--- config.mk ---
export PLATFORM = sky130hd
export DESIGN_NAME = plar_rsp_fifo
export DESIGN_NICKNAME = d
export VERILOG_FILES = /design/src/rtl/plar_pkg.sv /design/src/rtl/plar_rsp_fifo.sv
export SDC_FILE = /design/constraint.sdc
export NUM_CORES = 1
export LEC_CHECK = 0
export BUFFER_PORTS_ARGS = -buffer_cell sky130_fd_sc_hd__buf_2
export CORE_ASPECT_RATIO = 0.75
export CORE_MARGIN = 1.5
export CORE_UTILIZATION = 45
export DETAILED_ROUTE_END_ITERATION = 12
export PLACE_DENSITY = 0.7
export SYNTH_ARGS = -nofsm -noshare
export SYNTH_HDL_FRONTEND = slang
export SYNTH_SLANG_ARGS = --single-unit
--- constraint.sdc ---
create_clock -name clock -period 3.94 [get_ports clock]
set_input_delay 0.788 -clock clock [delete_from_list [all_inputs] [get_ports clock]]
set_output_delay 0.788 -clock clock [all_outputs]
set_load 0.05 [all_outputs]
--- src/rtl/plar_pkg.sv ---
// Package: shared types, widths and codes of the polyline arc-length resampler.
package plar_pkg;

   localparam int COORD_WIDTH   = 24;
   localparam int SPACING_WIDTH = 23;
   localparam int REM_WIDTH     = 24;
   localparam int DELTA_WIDTH   = COORD_WIDTH + 1;
   localparam int SQ_WIDTH      = 2 * DELTA_WIDTH;
   localparam int PROD_WIDTH    = DELTA_WIDTH + REM_WIDTH;
   localparam int ITER_WIDTH    = $clog2(DELTA_WIDTH);

   localparam logic [SPACING_WIDTH-1:0] SPACING_RESET = SPACING_WIDTH'(256);

   localparam logic [1:0] KIND_CONT  = 2'd0;
   localparam logic [1:0] KIND_FIRST = 2'd1;
   localparam logic [1:0] KIND_LAST  = 2'd2;

   typedef struct packed {
      logic signed [COORD_WIDTH-1:0] pos_x;
      logic signed [COORD_WIDTH-1:0] pos_y;
      logic                          first_vertex;
      logic                          last_vertex;
   } req_type;

   typedef struct packed {
      logic signed [COORD_WIDTH-1:0] out_x;
      logic signed [COORD_WIDTH-1:0] out_y;
      logic                          run_end;
      logic                          overflow;
   } rsp_type;

   typedef struct packed {
      logic signed [COORD_WIDTH-1:0] pos_x;
      logic signed [COORD_WIDTH-1:0] pos_y;
      logic [1:0]                    kind;
   } cmd_type;

endpackage

--- src/rtl/plar_rsp_fifo.sv ---
// Result queue: two entries between the engine and the result ports.
module plar_rsp_fifo (
   input  logic               clock,
   input  logic               reset,
   input  logic               in_push,
   input  plar_pkg::rsp_type  in_item,
   output logic               in_full,
   output logic               empty,
   input  logic               pop,
   output plar_pkg::rsp_type  rsp_data
);

   plar_pkg::rsp_type slot_ff [2];
   logic       wr_ptr_ff, wr_ptr_in;
   logic       rd_ptr_ff, rd_ptr_in;
   logic [1:0] count_ff, count_in;
   logic       do_push, do_pop;

   assign in_full  = (count_ff == 2'd2);
   assign empty    = (count_ff == 2'd0);
   assign rsp_data = slot_ff[rd_ptr_ff];
   assign do_push  = in_push && !in_full;
   assign do_pop   = pop && !empty;

   always_comb begin
      wr_ptr_in = do_push ? !wr_ptr_ff : wr_ptr_ff;
      rd_ptr_in = do_pop ? !rd_ptr_ff : rd_ptr_ff;
      count_in  = count_ff + {1'b0, do_push} - {1'b0, do_pop};
   end

   always_ff @(posedge clock) begin
      if (reset) begin
         wr_ptr_ff <= 1'b0;
         rd_ptr_ff <= 1'b0;
         count_ff  <= 2'd0;
      end else begin
         wr_ptr_ff <= wr_ptr_in;
         rd_ptr_ff <= rd_ptr_in;
         count_ff  <= count_in;
      end
      if (do_push) begin
         slot_ff[wr_ptr_ff] <= in_item;
      end
   end

endmodule

# Word level (Yosys, flattened, before mapping)
# Memory sizes are Yosys's and may differ from the RTL's. A register that Yosys moved wholly into a read port is not among the register bits.
# Index checks and enable logic that the tools add are counted.
[op_classes]
n_mux = 4
eq_ne = 1
reduce_logical = 7
n_addsub = 2
[ops]
columns = ["operator", "n"]
rows = [
  ["1-bit logical NOT", 4],
  ["1-bit 2-to-1 mux", 4],
  ["2-bit by 1-bit adder with 2-bit output", 1],
  ["2-bit equality test, second input constant", 1],
  ["1-bit logical AND", 2],
  ["2-bit logical NOT", 1],
  ["2-bit by 1-bit subtractor with 2-bit output", 1],
]
[word_totals]
mem_bits_rw = 100
ff_bits = 4
input_bits = 54
wordCells = 18
mem_count = 1
output_inout_bits = 52
[memory_table]
columns = ["memory", "depth", "width", "read_ports", "rd_clocked_by_memory_dff", "write_ports", "line", "source"]
rows = [
  ["slot_ff", 2, 50, 1, 1, 1, "plar_rsp_fifo.sv:13", "plar_pkg::rsp_type slot_ff [2];"],
]

# Depth between registers and ports, before layout
[depth]
word_depth = 5
mapped_depth = 8
ltp_nobuf = 8

# Worst setup path after synthesis
# OpenSTA, ideal clock, no wires.
[synth_path]
path_type = "in2reg"
startpoint = "input in_push"
endpoint = "memory slot_ff[0][0] (netlist name), enable pin"
slack_ns = 1.372
path_buffers = 0
t_arrival_ns = 2.164
t_required_ns = 3.536
stages = 3
setup_time_ns = 0.404
path_cell_list = "inv_1 -> or3_1 -> inv_1"
[synth_via]
elab_chain_cells = 3
[synth_lines]
columns = ["item", "line", "source"]
rows = [
  ["start, declared", "plar_rsp_fifo.sv:5", "input logic in_push,"],
  ["1-bit logical AND", "plar_rsp_fifo.sv:22", "assign do_push = in_push && !in_full;"],
  ["1-bit 2-to-1 mux", "plar_rsp_fifo.sv:41", "if (do_push) begin"],
  ["1-bit 2-to-1 mux (implied by the code)", "plar_rsp_fifo.sv:42", "slot_ff[wr_ptr_ff] <= in_item;"],
  ["end, declared", "plar_rsp_fifo.sv:13", ""],
]
# Every way passes these cells.

==> flow_summary.json <==
{
  "post-place-cells": 392,
  "ys.flop_type": "edfxtp_1",
  "drc": 0,
  "core.rowCount": 28,
  "critPathKind": "flop to output port",
  "antenna_found_initial": 0,
  "grt_start_max_net_pins": 30,
  "clockRootBuffer": "clkbuf_16",
  "power_uw": 3830,
  "grt_pass1_vias": 1999,
  "report.final.slew_viol_count": 0,
  "dpl.hpwl_mm": 4.24,
  "wire_per_inst_um": 15.5,
  "crit_path_cell_trace": "buf_4 > mux2_2 > buf_2",
  "setup_viol": 0,
  "outcome": "finished, final reports clean",
  "path_delay_family": "flip-flops",
  "cts_setup_buffers": 0,
  "slowest_stage": "dfxtp_2",
  "required_ps": 3150,
  "syn-num-nets": 239,
  "cp.arrival_ps": 2020,
  "dieArea_sq_um": 9080,
  "fmax_mhz": 356,
  "ir_drop_v": 0.000424,
  "synth_seq_cells": 105,
  "yosys_warnings": 0,
  "power.static_leakage_uw": 0.00183,
  "track_usage_pct": 14.5,
  "cp_max_fo": 25,
  "cts_buffers": 9,
  "finalClockSkew_ps": 4.00,
  "ys_seq_area_share_pct": 81.0,
  "synth_top_area_share_pct": 78.4,
  "syn_to_final_growth_pct": 26.1,
  "clkLatencyLatePin_ps": 330,
  "fin_crit_sh_pct": 71.3,
  "grt_pass1_wl_mm": 9.83,
  "hp-start": "wr_ptr_ff",
  "io_buffers": 105,
  "cts.path.max_buffers": 2,
  "relSlewSlack_pct": 53.1,
  "holdPathEnd": "wr_ptr_ff",
  "drtIter0Drc": 65,
  "h-tree-depth": 3,
  "n_antenna_cell": 0,
  "finalWirelength_mm": 6.30,
  "slowest_delay_ps": 740,
  "cts_sinks": 105,
  "start_util_pct": 47.5,
  "pin_count": 106,
  "tritoncts": "yes",
  "drv_cap": 0,
  "min_path_cells": 2,
  "final_util_pct": 59.9,
  "route.vias.total": 1965,
  "stdcell_count": 407,
  "layout-drive-gt1-share_pct": 57.9,
  "die_x_um": 110,
  "syn_inst": 183,
  "tightest_slew_ps": 704,
  "drtAntennaViolNets": 0,
  "final.min_clock_period_ps": 2810,
  "end_kind": "output port",
  "synth_area_leader_cell": "edfxtp_1",
  "synth-edff-count": 100,
  "worstReg2RegStart": "count_ff[0]",
  "die_h_um": 82.9,
  "crit_buf_inv": 2,
  "tns_ps": 0,
  "vias_per_cell": 4.83,
  "synthesis.area_sq_um": 3830,
  "postSynth.asyncResetShare_pct": 0,
  "synthTopCellsByArea": "edfxtp_1, mux2_2, dfxtp_1",
  "power_density_nw_per_um2": 793,
  "post_cts_resized": 0,
  "cts_hold_buf": 0,
  "crit_cells": 3,
  "min_path_type": "flop to flop",
  "r2r_slack_ps": 1860,
  "avgSynthCellArea_sq_um": 20.9,
  "grt-ovfl-total": 0,
  "nets": 354,
  "core_area_sq_um": 8060,
  "r2r_cells": 5,
  "r2r_end": "slot_ff[0][17]",
  "start_kind": "flop",
  "grt_setup_unrepaired": "no",
  "hold_viol": 0,
  "dr.pass1.iters": 4,
  "synth.distinct_cells": 22,
  "cts.clk_slew.worst_paths_ps": 60,
  "place.gp.congestion": 0.677
}
==> metal layers <==
layer  GRT usage, %  part of all wire (%)  up-vias  wire (um)
li1               -                     -      937          -
met1           18.5                    45      943       2810
met2           22.8                    46       77       2870
met3           5.65                   8.7        8        550
met4           4.60                   1.1        0         67
met5              0                     0        -          0
==> worst register-to-register path: cells and delay by family (launching register included) <==
| family | cells | cell delay [ps] |
|---|---|---|
| and+or+nand+nor | 2 | 490 |
| buffers and inverters | 3 | 880 |
| DFF | 1 | 370 |
==> synth_stat cells, types with 2 or more instances <==
library cell,instances
mux2_2,46
mux2_1,4
nor2_1,4
ha_1,2
edfxtp_1,100
buf_2,5
inv_1,3
dfxtp_1,5
==> per-stage QoR <==
| stage | worst slack (ps) | cell area [sq um] | hold slack [ps] |
|---|---|---|---|
| floorplan | 1370 | 3830 | 451 |
| global placement | 1430 | 4500 | 478 |
| detailed placement | 1420 | 4500 | 483 |
| CTS | 1080 | 4830 | 503 |
| global route | 1010 | 4830 | 548 |
| finish | 1130 | 4830 | 496 |
==> power by group <==
part	switching [uW]	internal, uW
clock network	358	617
logic	971	378
registers	80.5	1420
total	1410	2420
==> cells by family after synthesis <==
kind of cell,Yosys count,synth area share [%]
compound gates,3,0.457
mux,50,14.7
simple gates,11,1.54
buf+inv,10,1.14
xor+xnor,2,0.458
flops,105,81.0
fa+ha+maj,2,0.653
==> state kept, by name, indices dropped and copies added, names as in the netlist, named ones only <==
signal and flops:
slot_ff 100, count_ff 2, rd_ptr_ff 1, wr_ptr_ff 1
==> area by class of cell <==
cell class,count,area (sq um)
clock inverters,5,105
well taps,105,131
multi-input cells,68,682
clock buffers,10,229
inverters,4,15.0
repair buffers,110,563
flip-flops and latches,105,3100
fillers,625,3230
==> worst max-delay path by stage <==
stage | from | end | slack [ps]
5_1_grt | flop | rsp_data[33] | 1010
3_3_place_gp | in_push | slot_ff[0][28] | 1430
2_1_floorplan | in_push | slot_ff[0][0] | 1370
4_1_cts | flop | rsp_data[33] | 1080
6_report | flop | rsp_data[29] | 1130
3_5_place_dp | in_push | slot_ff[0][28] | 1420
==> cells in the final DEF, fill, tap and decap left out, drive strengths merged <==
master      n
inv         4
o21ai       1
edfxtp    100
clkinvlp    2
ha          2
bufinv      3
nand2b      1
or3         1
nor3        1
nor2        4
o21a        1
dfxtp       5
mux2       50
and3        1
a21oi       1
nor2b       1
buf       110
clkbuf     10
nand2       1
xor2        1
and2        1
xnor2       1
No activity file was read; power rests on OpenSTA's default activity.
