<file path="src/rtl/plar_pkg.sv">
// Package: shared types, widths and codes of the polyline arc-length resampler.
package plar_pkg;

   localparam int COORD_WIDTH   = 24;
   localparam int SPACING_WIDTH = 23;
   localparam int REM_WIDTH     = 24;
   localparam int DELTA_WIDTH   = COORD_WIDTH + 1;
   localparam int SQ_WIDTH      = 2 * DELTA_WIDTH;
   localparam int PROD_WIDTH    = DELTA_WIDTH + REM_WIDTH;
   localparam int ITER_WIDTH    = $clog2(DELTA_WIDTH);

   localparam logic [SPACING_WIDTH-1:0] SPACING_RESET = SPACING_WIDTH'(256);

   localparam logic [1:0] KIND_CONT  = 2'd0;
   localparam logic [1:0] KIND_FIRST = 2'd1;
   localparam logic [1:0] KIND_LAST  = 2'd2;

   typedef struct packed {
      logic signed [COORD_WIDTH-1:0] pos_x;
      logic signed [COORD_WIDTH-1:0] pos_y;
      logic                          first_vertex;
      logic                          last_vertex;
   } req_type;

   typedef struct packed {
      logic signed [COORD_WIDTH-1:0] out_x;
      logic signed [COORD_WIDTH-1:0] out_y;
      logic                          run_end;
      logic                          overflow;
   } rsp_type;

   typedef struct packed {
      logic signed [COORD_WIDTH-1:0] pos_x;
      logic signed [COORD_WIDTH-1:0] pos_y;
      logic [1:0]                    kind;
   } cmd_type;

endpackage

</file>
<file path="src/rtl/plar_front.sv">
// Front end: accepts vertices, classifies them and holds them in a two-entry queue.
module plar_front (
   input  logic               clock,
   input  logic               reset,
   input  logic               push,
   output logic               full,
   input  plar_pkg::req_type  req_data,
   output logic               cmd_valid,
   input  logic               cmd_pop,
   output plar_pkg::cmd_type  cmd
);

   plar_pkg::cmd_type slot_ff [2];
   plar_pkg::cmd_type slot_in;
   logic       wr_ptr_ff, wr_ptr_in;
   logic       rd_ptr_ff, rd_ptr_in;
   logic [1:0] count_ff, count_in;
   logic       do_push, do_pop;

   assign full      = (count_ff == 2'd2);
   assign cmd_valid = (count_ff != 2'd0);
   assign cmd       = slot_ff[rd_ptr_ff];
   assign do_push   = push && !full;
   assign do_pop    = cmd_pop && cmd_valid;

   always_comb begin
      slot_in.pos_x = req_data.pos_x;
      slot_in.pos_y = req_data.pos_y;
      // A first vertex takes precedence when both marks are set.
      if (req_data.first_vertex) begin
         slot_in.kind = plar_pkg::KIND_FIRST;
      end else if (req_data.last_vertex) begin
         slot_in.kind = plar_pkg::KIND_LAST;
      end else begin
         slot_in.kind = plar_pkg::KIND_CONT;
      end
      wr_ptr_in = do_push ? !wr_ptr_ff : wr_ptr_ff;
      rd_ptr_in = do_pop ? !rd_ptr_ff : rd_ptr_ff;
      count_in  = count_ff + {1'b0, do_push} - {1'b0, do_pop};
   end

   always_ff @(posedge clock) begin
      if (reset) begin
         wr_ptr_ff <= 1'b0;
         rd_ptr_ff <= 1'b0;
         count_ff  <= 2'd0;
      end else begin
         wr_ptr_ff <= wr_ptr_in;
         rd_ptr_ff <= rd_ptr_in;
         count_ff  <= count_in;
      end
      if (do_push) begin
         slot_ff[wr_ptr_ff] <= slot_in;
      end
   end

endmodule

</file>
<file path="config.mk">
export PLATFORM = sky130hd
export DESIGN_NAME = plar_front
export DESIGN_NICKNAME = d
export VERILOG_FILES = /design/src/rtl/plar_pkg.sv /design/src/rtl/plar_front.sv
export SDC_FILE = /design/constraint.sdc
export NUM_CORES = 1
export LEC_CHECK = 0
export BUFFER_PORTS_ARGS = -buffer_cell sky130_fd_sc_hd__buf_2
export CAP_MARGIN = 20
export CORE_ASPECT_RATIO = 0.5
export CORE_MARGIN = 2
export CORE_UTILIZATION = 51
export DETAILED_ROUTE_END_ITERATION = 10
export PLACE_DENSITY = 0.77
export SYNTH_ARGS = -nofsm -noshare
export SYNTH_HDL_FRONTEND = slang
export SYNTH_SLANG_ARGS = --single-unit
export TNS_END_PERCENT = 100
</file>
<file path="constraint.sdc">
create_clock -name clock -period 2.85 [get_ports clock]
set_input_delay 0.285 -clock clock [delete_from_list [all_inputs] [get_ports clock]]
set_output_delay 0.285 -clock clock [all_outputs]
set_load 0.1 [all_outputs]
</file>
; Yosys cells after proc, flatten, opt, wreduce, memory -nomap -nowiden
; Memories as Yosys holds them, arrays and structs flattened. A register that Yosys moved wholly into a read port is not among the register bits.
; Index checks and enable logic that the tools add are counted.
; W data, S select, Z words.
[classes]
n_div = 0
n_addsub = 2
n_lt_le_gt_ge = 0
muxes = 6
mul = 0
bitwise = 0
n_reduce_logical = 6
shifts = 0
n_eq_ne = 1
[ops]
columns = cell, n
row1 = $mux W1, 4
row2 = $mux W2, 2
row3 = $logic_not A1 Y1, 3
row4 = $add A2 B1 Y2, 1
row5 = $eq A2 B2 Y1 const B, 1
row6 = $logic_and A1 B1 Y1, 2
row7 = $reduce_bool A2 Y1, 1
row8 = $sub A2 B1 Y2, 1
[word_totals]
in_bits = 54
latchBits = 0
mem_count = 1
ff_bits = 4
wordCells = 19
mem_bits_ro = 0
mem_bits_rw = 100
out_inout_bits = 52
[memory_table]
columns = memory, depth, word_bits, read_ports, rd_clocked_by_memory_dff, wr, line
row1 = slot_ff, 2, 50, 1, 1, 1, plar_front.sv:13  ; plar_pkg::cmd_type slot_ff [2];

; Longest topological paths before layout
; Gate-level depths: netlist of run 1.
[depth]
word_depth = 5
mapped_depth = 8
mapped_depth_nobuf = 8

; Worst setup path before layout of run 1
; OpenSTA, ideal clock, no wires.
[synth_path]
kind = flip-flop to flip-flop
from = register count_ff[0]
to = memory slot_ff[0][0] (netlist name), enable pin
stages_incl_launch_ff = 5
period_less_slack_ns = 2.454
arrival_ns = 2.050
path_slack_ns = 0.396
setup_ns = 0.404
required_time_ns = 2.446
path_cell_list = dfxtp_1 nand2b_2 inv_2 or3_1 inv_1
[synth_between]
elab_chain_len = 5
[synth_lines]
columns = item, line
row1 = "start, declared", plar_front.sv:17  ; logic [1:0] count_ff, count_in;
row2 = "start signal, assigned", plar_front.sv:50  ; count_ff <= count_in;
row3 = $eq A2 B2 Y1, plar_front.sv:20  ; assign full = (count_ff == 2'd2);
row4 = named net full, plar_front.sv:6  ; output logic full,
row5 = $logic_not A1 Y1, plar_front.sv:23  ; assign do_push = push && !full;
row6 = $logic_and A1 B1 Y1, plar_front.sv:23
row7 = $mux W1, plar_front.sv:52  ; if (do_push) begin
row8 = $mux W1 (implied by the code), plar_front.sv:53  ; slot_ff[wr_ptr_ff] <= slot_in;
row9 = "end, declared", plar_front.sv:13
; The timed path passes the listed nets, and every way through them passes these cells.

==> results of run 1 <==
registers in the layout, summed over array words and instances, names as in the netlist, named ones only:
name	count
slot_ff	100
count_ff	2
rd_ptr_ff	1
wr_ptr_ff	1
through the flow:
stage | worst slack, ns | area (um^2) | instances | utilization, %
floorplan | 0.3956 | 3839 | 184 | -
global placement | 0.9202 | 4511 | 383 | 61.60
detailed placement | 0.8738 | 4511 | 383 | 61.60
CTS | 0.5023 | 4877 | 399 | 66.61
global route | 0.4251 | 4877 | 399 | 66.61
finish | 0.5434 | 4877 | 399 | 66.61
kinds of logic after synthesis:
logic type,Yosys count,share of synthesized area [%]
flops,105,80.83
xor+xnor,2,0.4564
compound gates,3,0.4561
simple gates,12,1.760
fa+ha+maj,2,0.6518
buf+inv,10,1.173
mux,50,14.67
cells in the mapped netlist, drive strengths merged:
master,count
and3,1
dfxtp,5
xor2,1
or2,1
ha,2
or3,1
inv,4
a21oi,1
o21a,1
nor2,3
buf,6
o21ai,1
nor3,1
mux2,50
xnor2,1
nand2,1
nand2b,1
and2,1
edfxtp,100
nor2b,2
worst paths after layout:
path	end	slack (ns)	cells past startpoint
worst max-delay path	cmd[32]	0.54	3
worst max register to register	slot_ff[1][27]	1.11	3
worst min register to register	wr_ptr_ff	0.51	2
worst min-delay path	slot_ff[1][10]	0.13	1
layout make-up:
| class | count | area (um^2) | share of cell area [%] |
|---|---|---|---|
| inverters | 4 | 15.01 | 0.3079 |
| multi-input cells | 69 | 690.7 | 14.16 |
| clock inverters | 7 | 141.4 | 2.899 |
| flip-flops and latches | 105 | 3104 | 63.65 |
| well taps | 96 | 120.1 | 2.463 |
| repair buffers | 109 | 580.6 | 11.90 |
| clock buffers | 9 | 225.2 | 4.618 |
worst max-delay path, stage by stage (launching register included):
cell	delay [ns]
dfxtp_2	0.75
buf_12	0.26
mux2_2	0.36
buf_2	0.29
metal layers:
metal	routed length, um	GRT usage [%]	vias to the layer above
met4	111	7.005	0
met2	3494	29.73	48
li1	-	-	943
met1	2484	16.59	986
met3	338	6.433	12
met5	0	0	-
==> impl_results.md, run 1 <==
- Clock tree root buffer cell: clkbuf_16
- Min-delay worst type: primary input to flop
- Drt pass-1 iters: 4
- Synth area leader: edfxtp_1
- RePlAce Congestion: 0.7162
- Final Cycle Share: 80.93%
- Vias per cell: 4.985
- Initial antenna violation count: 0
- Synth Instances: 184
- ANT cells: 0
- Tmin final: 2.307 ns
- Synth area leaders: edfxtp_1 78%, mux2_2 13%, dfxtp_1 2.6%
- Data required time of the worst path: 2.57 ns
- Leading cell type in the layout, fill and taps excluded: buf_2
- Synthesized area per cell: 20.86 um^2
- Yosys warning count: 0
- Drt wl/cell: 16.11 um
- Global Route Usage Sum: 16.12%
- Core box area: 7322 um^2
- DRC errors left: 0
- Post-CTS setup buffers: 0
- Crit path kind: flop to primary output
- Outcome: complete, no violations
- H-tree depth: 3
- Share of layout cells above drive strength 1: 58.42%
- Final Hold Fails: 0
- Die width: 126.7 um
- CTS hold repair buffers: 0
- IO Pins: 106
- Inserted Clock Buffers: 9
- Fill cells: 492
- Hold path start: req_data[10]
- CTS Sinks: 105
- CTS tree: yes
- Max FO, Critical Path: 26
- DRT antenna net count: 0
- Slew Limit Fails: 0
- Crit end category: primary output
- Post-Route WL: 6428 um
- Drt first-iter violations: 136
- # rows: 22
- Clock skew: 0.003317 ns
- Achievable Freq: 0.4335 GHz
- Total congestion overflow: 0
- Post-synthesis sequential area ratio: 80.83%
- Post-DP HPWL: 4352 um
- Wire length of the first global-routing pass: 9666 um
- Via count: 1,989
- MaxCap Viol Count: 0
- Rel. slew slack: 56.64%
- Final TNS setup: 0 ns
- Post-Syn Area: 3839 um^2
- Most frequent cells in the layout: 105 x buf_2, 100 x edfxtp_1, 46 x mux2_2
- Worst hold margin: 0.1261 ns
- Critical Path Start Type: flop
- Vias in the first global route: 2,058
- Post-CTS sizing: 0
- R2R Path Start: count_ff[0]
- Least-Margin Pin Slew: 0.6504 ns
- Die Y: 65.35 um
- Syn nets: 240
- Top cell type's share of synthesized area: 78.23%
- Area Growth Syn to Fin: 27.05%
- Worst-Skew Late Latency: 0.34 ns
- Nets@finish: 354
- Crit path DAT: 2.02 ns
- Deepest clock path buffer count: 2
- Largest net degree at the start of global routing: 29
- Initial core utilization: 52.43%
- Buffers on Ports: 105
- Register clock-pin slew on the reported worst setup and hold paths: 0.07 ns
- Die area: 8279 um^2
- RSZ-0062 raised after global routing: false
- Count of cell types in the netlist: 22
- Synthesis-stage register bit count: 105
- Final Setup Violations: 0
Power of run 1 is left out: the tool's default activity adds up to more than one toggle a clock period on the data nets, which glitch-free logic cannot reach.
==> inputs of run 2 (changes only) <==
Settings changed: CORE_UTILIZATION 51 to 46, PLACE_DENSITY 0.77 to 0.73.
Clock period 2.85 ns to 1.89 ns, I/O delays scaled along.
==> run 2 against run 1 <==
Effect of this change:
- register-to-register slack lost 0.83 ns
- final cell count grew 4.5%
- hold slack lost 0.084 ns
- non-clock buffer count grew 2
- first-iteration DRC count shrank 32%
- die area grew 10%
- worst setup slack lost 0.43 ns
- utilization shrank 6.2 points
- clock skew grew 0.0016 ns
- via count shrank 1.8%
- critical path depth is the same
- routed wire length grew 1.0%
- critical path type unchanged
- largest cell class unchanged
- highest routed layer unchanged
==> impl_results.md, run 2 (synthesis gave the netlist of run 1 again) <==
- Outcome: complete, no violations (unchanged)
- Tmin final: 1.779 ns
- Worst-Skew Late Latency: 0.33 ns (was 0.34 ns)
- Area Growth Syn to Fin: 26.89% (was 27.05%)
- Top reg by flops: slot_ff (unchanged)
- Final Hold Fails: 0 (unchanged)
- Share of layout cells above drive strength 1: 58.36% (was 58.42%)
- Buffers on Ports: 105 (unchanged)
- RePlAce Congestion: 0.7401 (was 0.7162)
- Global Route Usage Sum: 14.72% (was 16.12%)
- CP delay by family, top: buffers and inverters (was flip-flops)
- CTS tree: yes (unchanged)
- Register clock-pin slew on the reported worst setup and hold paths: 0.06 ns (was 0.07 ns)
- Final Setup Violations: 0 (unchanged)
- Core box area: 8058 um^2 (was 7322 um^2)
- ANT cells: 0 (unchanged)
- RSZ-0062 raised after global routing: false (unchanged)
- Post-Route WL: 6492 um (was 6428 um)
- Initial antenna violation count: 0 (unchanged)
- Vias per cell: 4.683 (was 4.985)
- Via count: 1,953 (was 1,989)
- Crit path kind: flop to primary output (unchanged)
- Clock skew: 0.004898 ns (was 0.003317 ns)
- Deepest clock path buffer count: 2 (unchanged)
- Die Y: 68.60 um (was 65.35 um)
- Data required time of the worst path: 1.70 ns (was 2.57 ns)
- Nets@finish: 356 (was 354)
- Buf/Inv on CP: 2 (unchanged)
- Min-delay worst type: primary input to flop (unchanged)
- Inserted Clock Buffers: 9 (unchanged)
- Wire length of the first global-routing pass: 9811 um (was 9666 um)
- Crit end category: primary output (unchanged)
- Rel. slew slack: 66.58% (was 56.64%)
- Final Cycle Share: 94.11%
- Leading cell type in the layout, fill and taps excluded: buf_2 (unchanged)
- Total congestion overflow: 0 (unchanged)
- Largest regs: slot_ff (100), count_ff (2) (unchanged)
- Die area: 9136 um^2 (was 8279 um^2)
- DRC errors left: 0 (unchanged)
- Post-DP HPWL: 4569 um (was 4352 um)
- # rows: 23 (was 22)
- H-tree depth: 3 (unchanged)
- CP peak stage delay: 0.37 ns (was 0.75 ns)
- Die width: 133.2 um (was 126.7 um)
- Vias in the first global route: 2,001 (was 2,058)
- DRT antenna net count: 0 (unchanged)
- Initial core utilization: 47.64% (was 52.43%)
- Least-Margin Pin Slew: 0.5047 ns (was 0.6504 ns)
- CTS Sinks: 105 (unchanged)
- Drt pass-1 iters: 4 (unchanged)
- Critical Path Start Type: flop (unchanged)
- Crit path DAT: 1.59 ns (was 2.02 ns)
- Worst-path cell chain: buf_6, mux2_2, buf_2 (was buf_12, mux2_2, buf_2)
- IO Pins: 106 (unchanged)
- Slowest cell on crit path: mux2_2 (was dfxtp_2)
- Max FO, Critical Path: 23 (was 26)
- Drt wl/cell: 15.57 um (was 16.11 um)
- Achievable Freq: 0.5622 GHz
- Drt first-iter violations: 93 (was 136)
- Post-CTS setup buffers: 0 (unchanged)
- Clock tree root buffer cell: clkbuf_16 (unchanged)
- Max FFs per register: 100 (unchanged)
- Final TNS setup: 0 ns (unchanged)
- Largest net degree at the start of global routing: 28 (was 29)
- MaxCap Viol Count: 0 (unchanged)
- Most frequent cells in the layout: 105 x buf_2, 100 x edfxtp_1, 46 x mux2_2 (unchanged)
- Slew Limit Fails: 0 (unchanged)
## run 2: cell type report
cell class | instances | area (um^2)
timing repair buffer | 111 | 611.8
sequential | 105 | 3104
inverter | 4 | 26.28
multi-input combinational | 69 | 700.7
tap | 112 | 140.1
clock inverter | 6 | 58.81
fill | 610 | 3187
clock buffer | 10 | 229.0
## run 2: repair_timing
action	CTS	global route
hold buffers	0	0
resized for setup	0	1
hold endpoints to repair	0	0
setup endpoints to repair	0	23
## run 2: per-stage QoR
step / util, % / hold WS, ns / setup WS (ns) / area (um^2) / std cells
2_1_floorplan: - / 0.2581 / 0.009434 / 3860 / 184
3_3_place_gp: 56.83 / 0.3775 / 0.3697 / 4579 / 401
3_5_place_dp: 56.83 / 0.3804 / 0.2818 / 4579 / 401
5_1_grt: 60.45 / 0.01760 / 0.03294 / 4871 / 417
6_report: 60.45 / 0.04215 / 0.1113 / 4871 / 417
4_1_cts: 60.40 / 0.02642 / 0.004215 / 4867 / 417
## run 2: layer usage
layer | up-vias | GRT usage, % | wire length (um)
li1 | 946 | - | -
met1 | 961 | 15.69 | 2572
met2 | 38 | 27.53 | 3575
met3 | 8 | 5.702 | 274
met4 | 0 | 5.718 | 70
met5 | - | 0 | 0
## run 2: path summary, 6_finish.rpt
path	startpoint	endpoint	slack (ns)	depth (start not counted)
setup / recovery	flop	cmd[35]	0.11	3
hold / removal	req_data[37]	slot_ff[1][37]	0.04	1
setup reg to reg	count_ff[0]	count_ff[1]	0.28	8
hold reg to reg	wr_ptr_ff	wr_ptr_ff	0.51	2
Power of run 2 is left out for the same reason.
